<file path="src/hw/rtl/owm_pkg.sv">
`timescale 1ns / 1ps
// ----------------------------------------------------------------------------
// owm_pkg
// Shared types and codes for the single-wire bus master: command modes,
// register indexes, sequencer phases and the config and result records.
// ----------------------------------------------------------------------------
package owm_pkg;

    localparam int CFG_IDX_W  = 3;
    localparam int CFG_DATA_W = 10;
    localparam int TICK_W     = 10;

    typedef enum logic [1:0] {
        MODE_TICK  = 2'd0,
        MODE_RESET = 2'd1,
        MODE_WRITE = 2'd2,
        MODE_READ  = 2'd3
    } t_mode;

    typedef enum logic [CFG_IDX_W-1:0] {
        CFG_RESET_LOW     = 3'd0,
        CFG_PRESENCE_WAIT = 3'd1,
        CFG_RESET_RECOVER = 3'd2,
        CFG_SHORT_LOW     = 3'd3,
        CFG_SLOT          = 3'd4,
        CFG_READ_WAIT     = 3'd5
    } t_cfg_idx;

    typedef enum logic [2:0] {
        PH_IDLE        = 3'd0,
        PH_RST_LOW     = 3'd1,
        PH_RST_WAIT    = 3'd2,
        PH_RST_RECOVER = 3'd3,
        PH_WR_LOW      = 3'd4,
        PH_WR_REL      = 3'd5,
        PH_RD_LOW      = 3'd6,
        PH_RD_WAIT     = 3'd7
    } t_phase;

    typedef struct packed {
        logic [9:0] reset_low_us;
        logic [9:0] presence_wait_us;
        logic [9:0] reset_recover_us;
        logic [3:0] short_low_us;
        logic [6:0] slot_us;
        logic [6:0] read_wait_us;
    } t_cfg;

    typedef struct packed {
        logic       drive_low;
        logic       busy_res;
        logic       done_res;
        logic       presence;
        logic [7:0] read_data;
        logic       rejected;
    } t_result;

endpackage

</file>
<file path="src/hw/rtl/owm_cfg_regs.sv">
`timescale 1ns / 1ps
// ----------------------------------------------------------------------------
// owm_cfg_regs
// Timing register file of the bus master, written through a plain write port.
// ----------------------------------------------------------------------------
module owm_cfg_regs (
    input  logic                             i_clk,
    input  logic                             i_rst_n,
    input  logic                             i_cfg_we,
    input  logic [owm_pkg::CFG_IDX_W-1:0]    i_cfg_idx,
    input  logic [owm_pkg::CFG_DATA_W-1:0]   i_cfg_data,
    output owm_pkg::t_cfg                    o_cfg
);

    owm_pkg::t_cfg r_cfg;

    always_ff @(posedge i_clk) begin
        if (!i_rst_n) begin
            r_cfg.reset_low_us     <= 10'd500;
            r_cfg.presence_wait_us <= 10'd80;
            r_cfg.reset_recover_us <= 10'd500;
            r_cfg.short_low_us     <= 4'd2;
            r_cfg.slot_us          <= 7'd60;
            r_cfg.read_wait_us     <= 7'd50;
        end else if (i_cfg_we) begin
            unique case (i_cfg_idx)
                owm_pkg::CFG_RESET_LOW:     r_cfg.reset_low_us     <= i_cfg_data;
                owm_pkg::CFG_PRESENCE_WAIT: r_cfg.presence_wait_us <= i_cfg_data;
                owm_pkg::CFG_RESET_RECOVER: r_cfg.reset_recover_us <= i_cfg_data;
                owm_pkg::CFG_SHORT_LOW:     r_cfg.short_low_us     <= i_cfg_data[3:0];
                owm_pkg::CFG_SLOT:          r_cfg.slot_us          <= i_cfg_data[6:0];
                owm_pkg::CFG_READ_WAIT:     r_cfg.read_wait_us     <= i_cfg_data[6:0];
                default: ;
            endcase
        end
    end

    assign o_cfg = r_cfg;

endmodule

</file>
<file path="src/hw/rtl/owm_engine.sv">
`timescale 1ns / 1ps
// ----------------------------------------------------------------------------
// owm_engine
// Bus sequencer: phase machine, tick counter, bit shifter and status flags.
// Updates once per accepted request and presents the resulting status.
// ----------------------------------------------------------------------------
module owm_engine (
    input  logic              i_clk,
    input  logic              i_rst_n,
    input  logic              i_en,
    input  logic [1:0]        i_mode,
    input  logic [7:0]        i_write_data,
    input  logic              i_line_level,
    input  owm_pkg::t_cfg     i_cfg,
    output owm_pkg::t_result  o_result
);

    owm_pkg::t_phase r_phase, n_phase;
    logic [owm_pkg::TICK_W-1:0] r_tick_count, n_tick_count;
    logic [2:0] r_bit_index, n_bit_index;
    logic [7:0] r_shift_byte, n_shift_byte;
    logic       r_presence, n_presence;
    logic       r_line_driven, n_line_driven;
    logic [7:0] r_last_read, n_last_read;

    logic [owm_pkg::TICK_W-1:0] tc1;
    logic [9:0] thr_rst_low, thr_pres;
    logic [3:0] thr_short;
    logic [6:0] thr_slot;
    logic [7:0] thr_read;
    logic       is_tick, busy, adv, hit, last_bit, recover_zero;
    logic       bit_end, done;
    logic [7:0] rd_byte;

    always_comb begin
        tc1          = r_tick_count + 10'd1;
        thr_rst_low  = (i_cfg.reset_low_us == 10'd0) ? 10'd1 : i_cfg.reset_low_us;
        thr_pres     = (i_cfg.presence_wait_us == 10'd0) ? 10'd1 : i_cfg.presence_wait_us;
        thr_short    = (i_cfg.short_low_us == 4'd0) ? 4'd1 : i_cfg.short_low_us;
        thr_slot     = (i_cfg.slot_us == 7'd0) ? 7'd1 : i_cfg.slot_us;
        thr_read     = {1'b0, i_cfg.read_wait_us} + 8'd1;
        recover_zero = (i_cfg.reset_recover_us == 10'd0);
        is_tick      = (i_mode == owm_pkg::MODE_TICK);
        busy         = (r_phase != owm_pkg::PH_IDLE);
        adv          = is_tick && busy;
        last_bit     = (r_bit_index == 3'd7);
        unique case (r_phase)
            owm_pkg::PH_RST_LOW:     hit = tc1 >= thr_rst_low;
            owm_pkg::PH_RST_WAIT:    hit = tc1 >= thr_pres;
            owm_pkg::PH_RST_RECOVER: hit = tc1 >= i_cfg.reset_recover_us;
            owm_pkg::PH_WR_LOW:      hit = r_shift_byte[0] ? (tc1 >= {6'd0, thr_short})
                                                           : (tc1 >= {3'd0, thr_slot});
            owm_pkg::PH_WR_REL:      hit = tc1 >= {3'd0, thr_slot};
            owm_pkg::PH_RD_LOW:      hit = tc1 >= {6'd0, thr_short};
            owm_pkg::PH_RD_WAIT:     hit = tc1 >= {2'd0, thr_read};
            default:                 hit = 1'b0;
        endcase
        // bit slot finishes on this tick
        bit_end = hit && ((r_phase == owm_pkg::PH_WR_LOW && !r_shift_byte[0])
                          || r_phase == owm_pkg::PH_WR_REL
                          || r_phase == owm_pkg::PH_RD_WAIT);
        rd_byte = r_shift_byte;
        if (r_phase == owm_pkg::PH_RD_WAIT && tc1 == 10'd1 && i_line_level) begin
            rd_byte[r_bit_index] = 1'b1;
        end
        done = adv && hit && ((r_phase == owm_pkg::PH_RST_WAIT && recover_zero)
                              || r_phase == owm_pkg::PH_RST_RECOVER
                              || (bit_end && last_bit));
    end

    // next phase
    always_comb begin
        n_phase = r_phase;
        if (i_en) begin
            if (adv && hit) begin
                unique case (r_phase)
                    owm_pkg::PH_RST_LOW:     n_phase = owm_pkg::PH_RST_WAIT;
                    owm_pkg::PH_RST_WAIT:    n_phase = recover_zero ? owm_pkg::PH_IDLE
                                                                    : owm_pkg::PH_RST_RECOVER;
                    owm_pkg::PH_RST_RECOVER: n_phase = owm_pkg::PH_IDLE;
                    owm_pkg::PH_WR_LOW: begin
                        if (r_shift_byte[0]) n_phase = owm_pkg::PH_WR_REL;
                        else n_phase = last_bit ? owm_pkg::PH_IDLE : owm_pkg::PH_WR_LOW;
                    end
                    owm_pkg::PH_WR_REL:  n_phase = last_bit ? owm_pkg::PH_IDLE
                                                            : owm_pkg::PH_WR_LOW;
                    owm_pkg::PH_RD_LOW:  n_phase = owm_pkg::PH_RD_WAIT;
                    owm_pkg::PH_RD_WAIT: n_phase = last_bit ? owm_pkg::PH_IDLE
                                                            : owm_pkg::PH_RD_LOW;
                    default: n_phase = r_phase;
                endcase
            end else if (!is_tick && !busy) begin
                unique case (i_mode)
                    owm_pkg::MODE_RESET: n_phase = owm_pkg::PH_RST_LOW;
                    owm_pkg::MODE_WRITE: n_phase = owm_pkg::PH_WR_LOW;
                    owm_pkg::MODE_READ:  n_phase = owm_pkg::PH_RD_LOW;
                    default:             n_phase = r_phase;
                endcase
            end
        end
    end

    // counters, shifter and flags
    always_comb begin
        n_tick_count  = r_tick_count;
        n_bit_index   = r_bit_index;
        n_shift_byte  = r_shift_byte;
        n_presence    = r_presence;
        n_line_driven = r_line_driven;
        n_last_read   = r_last_read;
        if (i_en) begin
            if (adv) begin
                n_tick_count = hit ? '0 : tc1;
                if (r_phase == owm_pkg::PH_RD_WAIT) begin
                    n_shift_byte = rd_byte;
                end
                if (hit) begin
                    if (bit_end) begin
                        n_bit_index   = last_bit ? 3'd0 : r_bit_index + 3'd1;
                        n_line_driven = !last_bit;
                        if (r_phase == owm_pkg::PH_RD_WAIT) begin
                            if (last_bit) n_last_read = rd_byte;
                        end else if (!last_bit) begin
                            n_shift_byte = {1'b0, r_shift_byte[7:1]};
                        end
                    end else begin
                        n_line_driven = 1'b0;
                    end
                    if (r_phase == owm_pkg::PH_RST_WAIT) begin
                        n_presence = !i_line_level;
                    end
                end
            end else if (!is_tick && !busy) begin
                n_tick_count  = '0;
                n_bit_index   = 3'd0;
                n_line_driven = 1'b1;
                if (i_mode == owm_pkg::MODE_WRITE) n_shift_byte = i_write_data;
                else if (i_mode == owm_pkg::MODE_READ) n_shift_byte = 8'd0;
            end
        end
    end

    always_ff @(posedge i_clk) begin
        if (!i_rst_n) begin
            r_phase       <= owm_pkg::PH_IDLE;
            r_tick_count  <= '0;
            r_bit_index   <= 3'd0;
            r_shift_byte  <= 8'd0;
            r_presence    <= 1'b0;
            r_line_driven <= 1'b0;
            r_last_read   <= 8'd0;
        end else begin
            r_phase       <= n_phase;
            r_tick_count  <= n_tick_count;
            r_bit_index   <= n_bit_index;
            r_shift_byte  <= n_shift_byte;
            r_presence    <= n_presence;
            r_line_driven <= n_line_driven;
            r_last_read   <= n_last_read;
        end
    end

    // status after this request
    always_comb begin
        o_result.drive_low = n_line_driven;
        o_result.busy_res  = (n_phase != owm_pkg::PH_IDLE);
        o_result.done_res  = done;
        o_result.presence  = n_presence;
        o_result.read_data = n_last_read;
        o_result.rejected  = !is_tick && busy;
    end

endmodule

</file>
<file path="src/hw/rtl/owm_out_buf.sv">
`timescale 1ns / 1ps
// ----------------------------------------------------------------------------
// owm_out_buf
// Result register with a skid entry; takes a new result while one waits.
// ----------------------------------------------------------------------------
module owm_out_buf (
    input  logic              i_clk,
    input  logic              i_rst_n,
    input  logic              i_push,
    input  owm_pkg::t_result  i_data,
    input  logic              i_stall,
    output logic              o_full,
    output logic              o_valid,
    output owm_pkg::t_result  o_data
);

    logic             r_main_valid, r_skid_valid;
    owm_pkg::t_result r_main, r_skid;
    logic             pop;

    assign pop = r_main_valid && !i_stall;

    always_ff @(posedge i_clk) begin
        if (!i_rst_n) begin
            r_main_valid <= 1'b0;
            r_skid_valid <= 1'b0;
        end else if (pop) begin
            if (r_skid_valid) begin
                r_skid_valid <= 1'b0;
            end else begin
                r_main_valid <= i_push;
            end
        end else if (i_push) begin
            if (r_main_valid) r_skid_valid <= 1'b1;
            else r_main_valid <= 1'b1;
        end
    end

    always_ff @(posedge i_clk) begin
        if (pop) begin
            if (r_skid_valid) r_main <= r_skid;
            else if (i_push) r_main <= i_data;
        end else if (i_push) begin
            if (r_main_valid) r_skid <= i_data;
            else r_main <= i_data;
        end
    end

    assign o_full  = r_skid_valid;
    assign o_valid = r_main_valid;
    assign o_data  = r_main;

endmodule

</file>
<file path="src/hw/rtl/one_wire_bus_master.sv">
`timescale 1ns / 1ps
// ----------------------------------------------------------------------------
// one_wire_bus_master
// Single-wire bus master: reset with presence detect, byte write, byte read.
// ----------------------------------------------------------------------------
// Input channel (i_valid / o_stall): each request is either a 1 us tick with
// the sampled line level (mode tick) or a command given while idle: reset,
// write byte or read byte. A command while busy is ignored and flagged.
// Output channel (o_valid / i_stall): one status result per request, with
// line drive, busy, done, presence, last read byte and rejected flag.
// Each result is registered in the output buffer when its request is taken.
// Throughput: one request per cycle while o_stall is low; the sequencer state
// updates per request, so the timing registers and phase counter set no limit.
// A two-entry output buffer holds results while the receiver stalls; the
// block stalls its input only once both entries are full.
// Reset: the line is released, the sequencer is idle, presence and read byte
// clear and the timing registers return to 500/80/500/2/60/50 us. The user
// writes timing registers via i_cfg_we while idle; the block does not check.
// ----------------------------------------------------------------------------
module one_wire_bus_master (
    input  logic                             i_clk,
    input  logic                             i_rst_n,
    input  logic                             i_cfg_we,
    input  logic [owm_pkg::CFG_IDX_W-1:0]    i_cfg_idx,
    input  logic [owm_pkg::CFG_DATA_W-1:0]   i_cfg_data,
    input  logic                             i_valid,
    output logic                             o_stall,
    input  logic [1:0]                       i_mode,
    input  logic [7:0]                       i_write_data,
    input  logic                             i_line_level,
    output logic                             o_valid,
    input  logic                             i_stall,
    output logic                             o_drive_low,
    output logic                             o_busy_res,
    output logic                             o_done_res,
    output logic                             o_presence,
    output logic [7:0]                       o_read_data,
    output logic                             o_rejected
);

    owm_pkg::t_cfg    cfg;
    owm_pkg::t_result eng_result, out_result;
    logic             buf_full, push;

    assign push    = i_valid && !buf_full;
    assign o_stall = buf_full;

    owm_cfg_regs u_cfg (
        .i_clk      (i_clk),
        .i_rst_n    (i_rst_n),
        .i_cfg_we   (i_cfg_we),
        .i_cfg_idx  (i_cfg_idx),
        .i_cfg_data (i_cfg_data),
        .o_cfg      (cfg)
    );

    owm_engine u_engine (
        .i_clk        (i_clk),
        .i_rst_n      (i_rst_n),
        .i_en         (push),
        .i_mode       (i_mode),
        .i_write_data (i_write_data),
        .i_line_level (i_line_level),
        .i_cfg        (cfg),
        .o_result     (eng_result)
    );

    owm_out_buf u_out (
        .i_clk   (i_clk),
        .i_rst_n (i_rst_n),
        .i_push  (push),
        .i_data  (eng_result),
        .i_stall (i_stall),
        .o_full  (buf_full),
        .o_valid (o_valid),
        .o_data  (out_result)
    );

    assign o_drive_low = out_result.drive_low;
    assign o_busy_res  = out_result.busy_res;
    assign o_done_res  = out_result.done_res;
    assign o_presence  = out_result.presence;
    assign o_read_data = out_result.read_data;
    assign o_rejected  = out_result.rejected;

endmodule
</file>
<file path="config.mk">
export PLATFORM = sky130hd
export DESIGN_NAME = one_wire_bus_master
export DESIGN_NICKNAME = d
export VERILOG_FILES = /design/src/hw/rtl/owm_pkg.sv /design/src/hw/rtl/owm_cfg_regs.sv /design/src/hw/rtl/owm_engine.sv /design/src/hw/rtl/owm_out_buf.sv /design/src/hw/rtl/one_wire_bus_master.sv
export SDC_FILE = /design/constraint.sdc
export NUM_CORES = 1
export LEC_CHECK = 0
export BUFFER_PORTS_ARGS = -buffer_cell sky130_fd_sc_hd__buf_2
export CAP_MARGIN = 20
export CORE_MARGIN = 5
export CORE_UTILIZATION = 40
export CTS_CLUSTER_DIAMETER = 100
export DETAILED_ROUTE_END_ITERATION = 8
export HOLD_SLACK_MARGIN = 0.03
export MAX_ROUTING_LAYER = met4
export SLEW_MARGIN = 5
export SYNTH_ARGS = -nofsm -noshare
export SYNTH_HDL_FRONTEND = slang
export SYNTH_SLANG_ARGS = --single-unit
</file>
<file path="constraint.sdc">
create_clock -name i_clk -period 4.8 [get_ports i_clk]
set_input_delay 1.2 -clock i_clk [delete_from_list [all_inputs] [get_ports i_clk]]
set_output_delay 1.2 -clock i_clk [all_outputs]
set_load 0.01 [all_outputs]
</file>
Word level (Yosys, flattened, before mapping)
Cells that the tools add are included.
{"block": "totals", "regBits": 110, "in_bits": 29, "out_inout_bits": 15, "elab_cells": 172}
{"block": "op_classes", "n_addsub": 3, "order_cmp": 8, "eq_ne": 21, "n_mux": 58, "bitwise_logic": 3, "reduce_logical": 52}
{"cell": "$mux W8", "count": 16}
{"cell": "$mux W13", "count": 5}
{"cell": "$mux W10", "count": 5}
{"cell": "$mux W3", "count": 11}
{"cell": "$ge A10 B10 Y1", "count": 3}
{"cell": "$logic_not A10 Y1", "count": 3}
{"cell": "$eq A3 B3 Y1 const B", "count": 7}
{"cell": "$pmux W3 S7", "count": 1}
{"cell": "$reduce_and A2 Y1", "count": 9}
{"cell": "$logic_and A1 B1 Y1", "count": 14}
{"cell": "$mux W1", "count": 14}
{"cell": "$eq A3 B2 Y1 const B", "count": 4}
{"cell": "$add A10 B1 Y10 const B", "count": 1}
{"cell": "$eq A10 B1 Y1 const B", "count": 1}
{"cell": "$ge A10 B4 Y1", "count": 1}
{"cell": "$ge A10 B7 Y1", "count": 1}
{"cell": "$ge A10 B8 Y1", "count": 1}
{"cell": "$pmux W3 S3", "count": 1}
{"cell": "$reduce_and A3 Y1", "count": 3}
{"cell": "$reduce_bool A3 Y1", "count": 3}
{"cell": "$add A7 B1 Y8 const B", "count": 1}
{"cell": "$ne A2 B2 Y1 const B", "count": 4}
{"cell": "$or A8 B8 Y8", "count": 1}
{"cell": "$logic_not A1 Y1", "count": 7}
{"cell": "other kinds (20)", "count": 28}

Longest topological paths before layout
{"block": "depth", "depth_word": 15, "mapped_depth": 15}

Hierarchy
From an unflattened synthesis, not the netlist that was laid out.
{"block": "hier_totals", "cells_unflattened": 724, "area_unflattened_um2": 6736.5}
{"module": "owm_engine", "n_inst": 1, "cells_each": 492, "area_each_um2": 3748.6}
{"module": "owm_cfg_regs", "n_inst": 1, "cells_each": 180, "area_each_um2": 1888.1}
{"module": "owm_out_buf", "n_inst": 1, "cells_each": 51, "area_each_um2": 1086.0}
{"module": "one_wire_bus_master", "n_inst": 1, "cells_each": 1, "area_each_um2": 13.8}

Worst setup path after synthesis
Ideal clock, no wire load.
{"block": "synth_path", "kind": "reg2reg", "startpoint": "reg u_engine.r_tick_count[2] (netlist name)", "endpoint": "reg u_out.r_main (netlist bit u_out.o_data[11]) (data pin)", "arrival_ns": 3.563, "slack_ns": 0.959, "stages_incl_launch_ff": 16, "n_path_buf": 1, "period_less_slack_ns": 3.841, "path_cell_list": "dfxtp_1 -> and3_1 -> buf_2 -> nand3_1 -> o21a_1 -> or2_2 -> ha_1 -> a2111oi_0 -> o21ai_0 -> o2111ai_1 -> a21oi_1 -> nand4b_2 -> o21ai_2 -> nor2_1 -> a2111oi_2 -> a31oi_1"}
{"block": "synth_via", "elab_chain_len": 11, "elab_cells_between_ends": 18, "classes_between": "1 x add/sub; 6 x order compare; 9 x mux; 2 x reduce/logical"}
{"element": "start, declared", "line_no": "owm_engine.sv:19", "text": "logic [owm_pkg::TICK_W-1:0] r_tick_count, n_tick_count;"}
{"element": "start signal, assigned", "line_no": "owm_engine.sv:154", "text": "r_tick_count <= n_tick_count;"}
{"element": "$add A10 B1 Y10 *", "line_no": "owm_engine.sv:36", "text": "tc1 = r_tick_count + 10'd1;"}
{"element": "$ge A10 B7 Y1 / $ge A10 B4 Y1 (equally long branches)"}
{"element": "$mux W1", "line_no": "owm_engine.sv:51", "text": "owm_pkg::PH_WR_LOW: hit = r_shift_byte[0] ? (tc1 >= {6'd0, thr_short})"}
{"element": "$pmux W1 S7 *", "line_no": "owm_engine.sv:47", "text": "unique case (r_phase)"}
{"element": "$logic_and A1 B1 Y1 *", "line_no": "owm_engine.sv:75", "text": "if (adv && hit) begin"}
{"element": "$mux W3 *", "line_no": "owm_engine.sv:75"}
{"element": "$mux W3 *", "line_no": "owm_engine.sv:74", "text": "if (i_en) begin"}
{"element": "$reduce_bool A3 Y1 *", "line_no": "owm_engine.sv:166", "text": "o_result.busy_res = (n_phase != owm_pkg::PH_IDLE);"}
{"element": "$mux W13 (on tied branches)", "line_no": "owm_out_buf.sv:44, owm_out_buf.sv:42"}
{"element": "$mux W13 (on tied branches)", "line_no": "owm_out_buf.sv:43, owm_out_buf.sv:41"}
{"element": "$mux W13 *", "line_no": "owm_out_buf.sv:40", "text": "if (pop) begin"}
{"element": "end signal, assigned", "line_no": "owm_out_buf.sv:41", "text": "if (r_skid_valid) r_main <= r_skid;"}
{"element": "end signal, assigned", "line_no": "owm_out_buf.sv:42", "text": "else if (i_push) r_main <= i_data;"}
{"element": "end signal, assigned", "line_no": "owm_out_buf.sv:45", "text": "else r_main <= i_data;"}
{"element": "end, declared", "line_no": "owm_out_buf.sv:18", "text": "owm_pkg::t_result r_main, r_skid;"}
Mark *: on every way between the ends. The rest lies on a longest branch, timed or not. The select of a mux whose other input is x is not followed.
A chain may end at the register's enable or synchronous reset.

Worst setup path in the final report
Ends and elaborated chain as after synthesis.

==> flow_metrics.env <==
export IMPL_cp_start_kind="register"
export IMPL_start_util_pct=40.46
export IMPL_ios=44
export IMPL_yosys_top_cells_count="100 x nand2_1, 84 x dfxtp_1, 65 x inv_1, 57 x ha_1, 37 x o21ai_0"
export IMPL_ys_flop_type="dfxtp_1"
export IMPL_syn_num_nets=803
export IMPL_power_mw=1.961
export IMPL_clock_skew_ns=0.007626
export IMPL_clkLatencyLatePin_ns=0.36
export IMPL_coreArea_sq_um=15710
export IMPL_path_clk_slew_ns=0.08
export IMPL_fin_tns_setup_ns=0
export IMPL_yosysWarnings=0
export IMPL_cp_max_fo=7
export IMPL_synthMuxAreaShare_pct=4.290
export IMPL_root_buffer="clkbuf_16"
export IMPL_setup_viol=0
export IMPL_antenna_cells=0
export IMPL_antenna_found_initial=0
export IMPL_grt_total_usage_pct=18.26
export IMPL_cp_end_kind="register"
export IMPL_first_iter_violations=313
export IMPL_ant_nets=0
export IMPL_synth_top_area_share_pct=26.45
export IMPL_syn2layout_area_growth_pct=11.79
export IMPL_fin_worst_hold_slack_ns=0.4809
export IMPL_grt_pass1_wl_mm=25.96
export IMPL_final_hold_violation_count=0
export IMPL_rsz0062_at_grt="false"
export IMPL_total_leakage_power_nw=3.059
export IMPL_synth_area_top_cells="dfxtp_1 26%, edfxtp_1 12%, ha_1 11%"
export IMPL_path_class="register to register"
export IMPL_syn_instance_count=717
export IMPL_synth_most_common_cell="nand2_1"
export IMPL_async_reset_ff_share_pct=0
export IMPL_maxSlewHeadroom_pct=24.02
export IMPL_place_hpwl_mm=11.86
export IMPL_grt_max_degree=48
export IMPL_syn_area_sq_um=6357
export IMPL_synth_distinct_cells=68
export IMPL_dr_total_vias=5246
export IMPL_fin_crit_ns=4.428
export IMPL_routed_wl_mm=15.94
export IMPL_num_nets_final=838
export IMPL_htreeDepth=3
export IMPL_num_rows=46
export IMPL_ir_drop_v=0.0002004
export IMPL_port_buffers=43
export IMPL_synth_xor_area_share_pct=1.653
export IMPL_die_x_um=136.1
export IMPL_clock_path_buffers=2
export IMPL_slew_viol_final=0
export IMPL_dr_pass1_iters=5
export IMPL_nFillCells=1556
export IMPL_via_per_inst=5.392
export IMPL_wl_per_cell_um=16.38
export IMPL_numCtsBuffers=9
export IMPL_cts_tree="done"
export IMPL_die_area_sq_um=18520
export IMPL_place_gp_congestion=0.8541
export IMPL_timing_final_crit_share_pct=92.26
export IMPL_status="finished clean"
export IMPL_synth_compound_area_share_pct=19.21
export IMPL_synth_simple_area_share_pct=19.25
export IMPL_fmax_mhz=225.8
export IMPL_synth_ff_latch_count=110
export IMPL_grt_pass1_vias=5132
export IMPL_netlist_top_cell_by_area="dfxtp_1"
export IMPL_crit_required_ns=4.88
export IMPL_avgSynthCellArea_sq_um=8.867
export IMPL_hold_path_class="register to register"
export IMPL_cts_resized=0
export IMPL_die_y_um=136.1
export IMPL_drc=0
export IMPL_synth_fa_ha_area_share_pct=11.22
export IMPL_synth_seq_area_share_pct=38.73
export IMPL_layout_drive_gt1_share_pct=12.42
export IMPL_cts_hold_buf=0
export IMPL_worst_ep_arrival_time_ns=4.51
export IMPL_synth_edff_count=26
export IMPL_grt_overflow=0
export IMPL_cap_violations=0
export IMPL_clkSinkCount=110
export IMPL_postCtsSetupRepairBufs=0
export IMPL_synth_top_family_by_area="simple AND/OR/NAND/NOR gates"
export IMPL_pwr_density_cell_nw_per_um2=275.9
export IMPL_worst_slew_pin_slew_ns=1.137
[state kept, by name (all words and copies together), names as in the netlist]
name	cells
u_cfg.o_cfg	48
u_out.o_data	13
u_out.r_skid	13
u_engine.r_tick_count	10
u_engine.r_last_read	8
u_engine.r_shift_byte	8
u_engine.r_bit_index	3
u_engine.r_phase	3
u_engine.r_line_driven	1
u_engine.r_presence	1
u_out.o_full	1
u_out.o_valid	1
[metrics by stage]
stage | area [sq um] | util, % | setup WS (ns) | instances
after global routing | 7107 | 45.23 | 0.01988 | 973
after global placement | 6807 | 43.32 | 0.6430 | 957
after CTS | 7106 | 45.22 | 0.3878 | 973
after floorplan | 6357 | - | 0.9591 | 717
after detailed placement | 6807 | 43.32 | 0.3960 | 957
final | 7107 | 45.23 | 0.3716 | 973
[final timing paths]
check | from | to | slack [ns] | depth (start not counted)
max reg2reg | u_engine.r_tick_count[2] | u_out.o_data[11] | 0.37 | 13
min | u_cfg.o_cfg[28] | u_cfg.o_cfg[28] | 0.48 | 2
min reg2reg | u_cfg.o_cfg[28] | u_cfg.o_cfg[28] | 0.48 | 2
max | u_engine.r_tick_count[2] | u_out.o_data[11] | 0.37 | 13
[cell families (layout without fill, tap and decap cells)]
group | after synthesis | after routing
AND/OR/NAND/NOR | 243 | 243
AO/OA/AOI/OAI | 174 | 174
buffers and inverters | 95 | 135
XOR/XNOR | 12 | 12
flip-flops | 110 | 110
multiplexers | 26 | 26
adder cells (fa/ha/maj) | 57 | 57
[final cells by class]
type / instances / area (sq um) / area share (%)
multi-input combinational: 512 / 3537 / 49.77
timing repair buffer: 53 / 290.3 / 4.084
clock buffer: 9 / 225.2 / 3.169
inverter: 66 / 247.7 / 3.486
clock inverter: 7 / 73.82 / 1.039
sequential: 110 / 2462 / 34.65
tap: 216 / 270.3 / 3.803
[placed cells by master, fill, tap and decap left out, types with 23 or more instances in the layout]
cell | netlist | layout
edfxtp_1 | 26 | 26
nand3_1 | 26 | 26
nor2b_1 | 24 | 24
inv_1 | 65 | 65
buf_2 | 2 | 43
nand2_1 | 100 | 100
o21ai_0 | 37 | 37
a21oi_1 | 23 | 23
a21boi_0 | 24 | 24
ha_1 | 57 | 57
dfxtp_1 | 84 | 84
[critical path: stages (launching register included)]
cell and delay (ns):
dfxtp_1 0.42, and3_1 0.32, nand3_1 0.24, o21a_1 0.26
or2_2 0.37, ha_1 0.34, a2111oi_0 0.63, o21ai_0 0.19
nand3_1 0.17, nand4b_2 0.22, o21ai_2 0.32, nor2_1 0.11
a2111oi_2 0.41, a31oi_1 0.14
[metal layers]
layer | up-vias | routed length, um | GRT usage [%]
met3 | 18 | 702 | 3.442
met2 | 113 | 7630 | 30.35
li1 | 2635 | - | -
met1 | 2480 | 7347 | 22.55
met4 | 0 | 257 | 5.655
met5 | - | 0 | -
[where the power goes]
| group | switching, mW | total, mW | internal (mW) |
|---|---|---|---|
| Clock | 0.378 | 0.749 | 0.371 |
| Combinational | 0.129 | 0.208 | 0.0791 |
| Sequential | 0.0226 | 1.00 | 0.981 |
| Total | 0.530 | 1.96 | 1.43 |
Note: power is estimated with default switching activity, not from simulation.
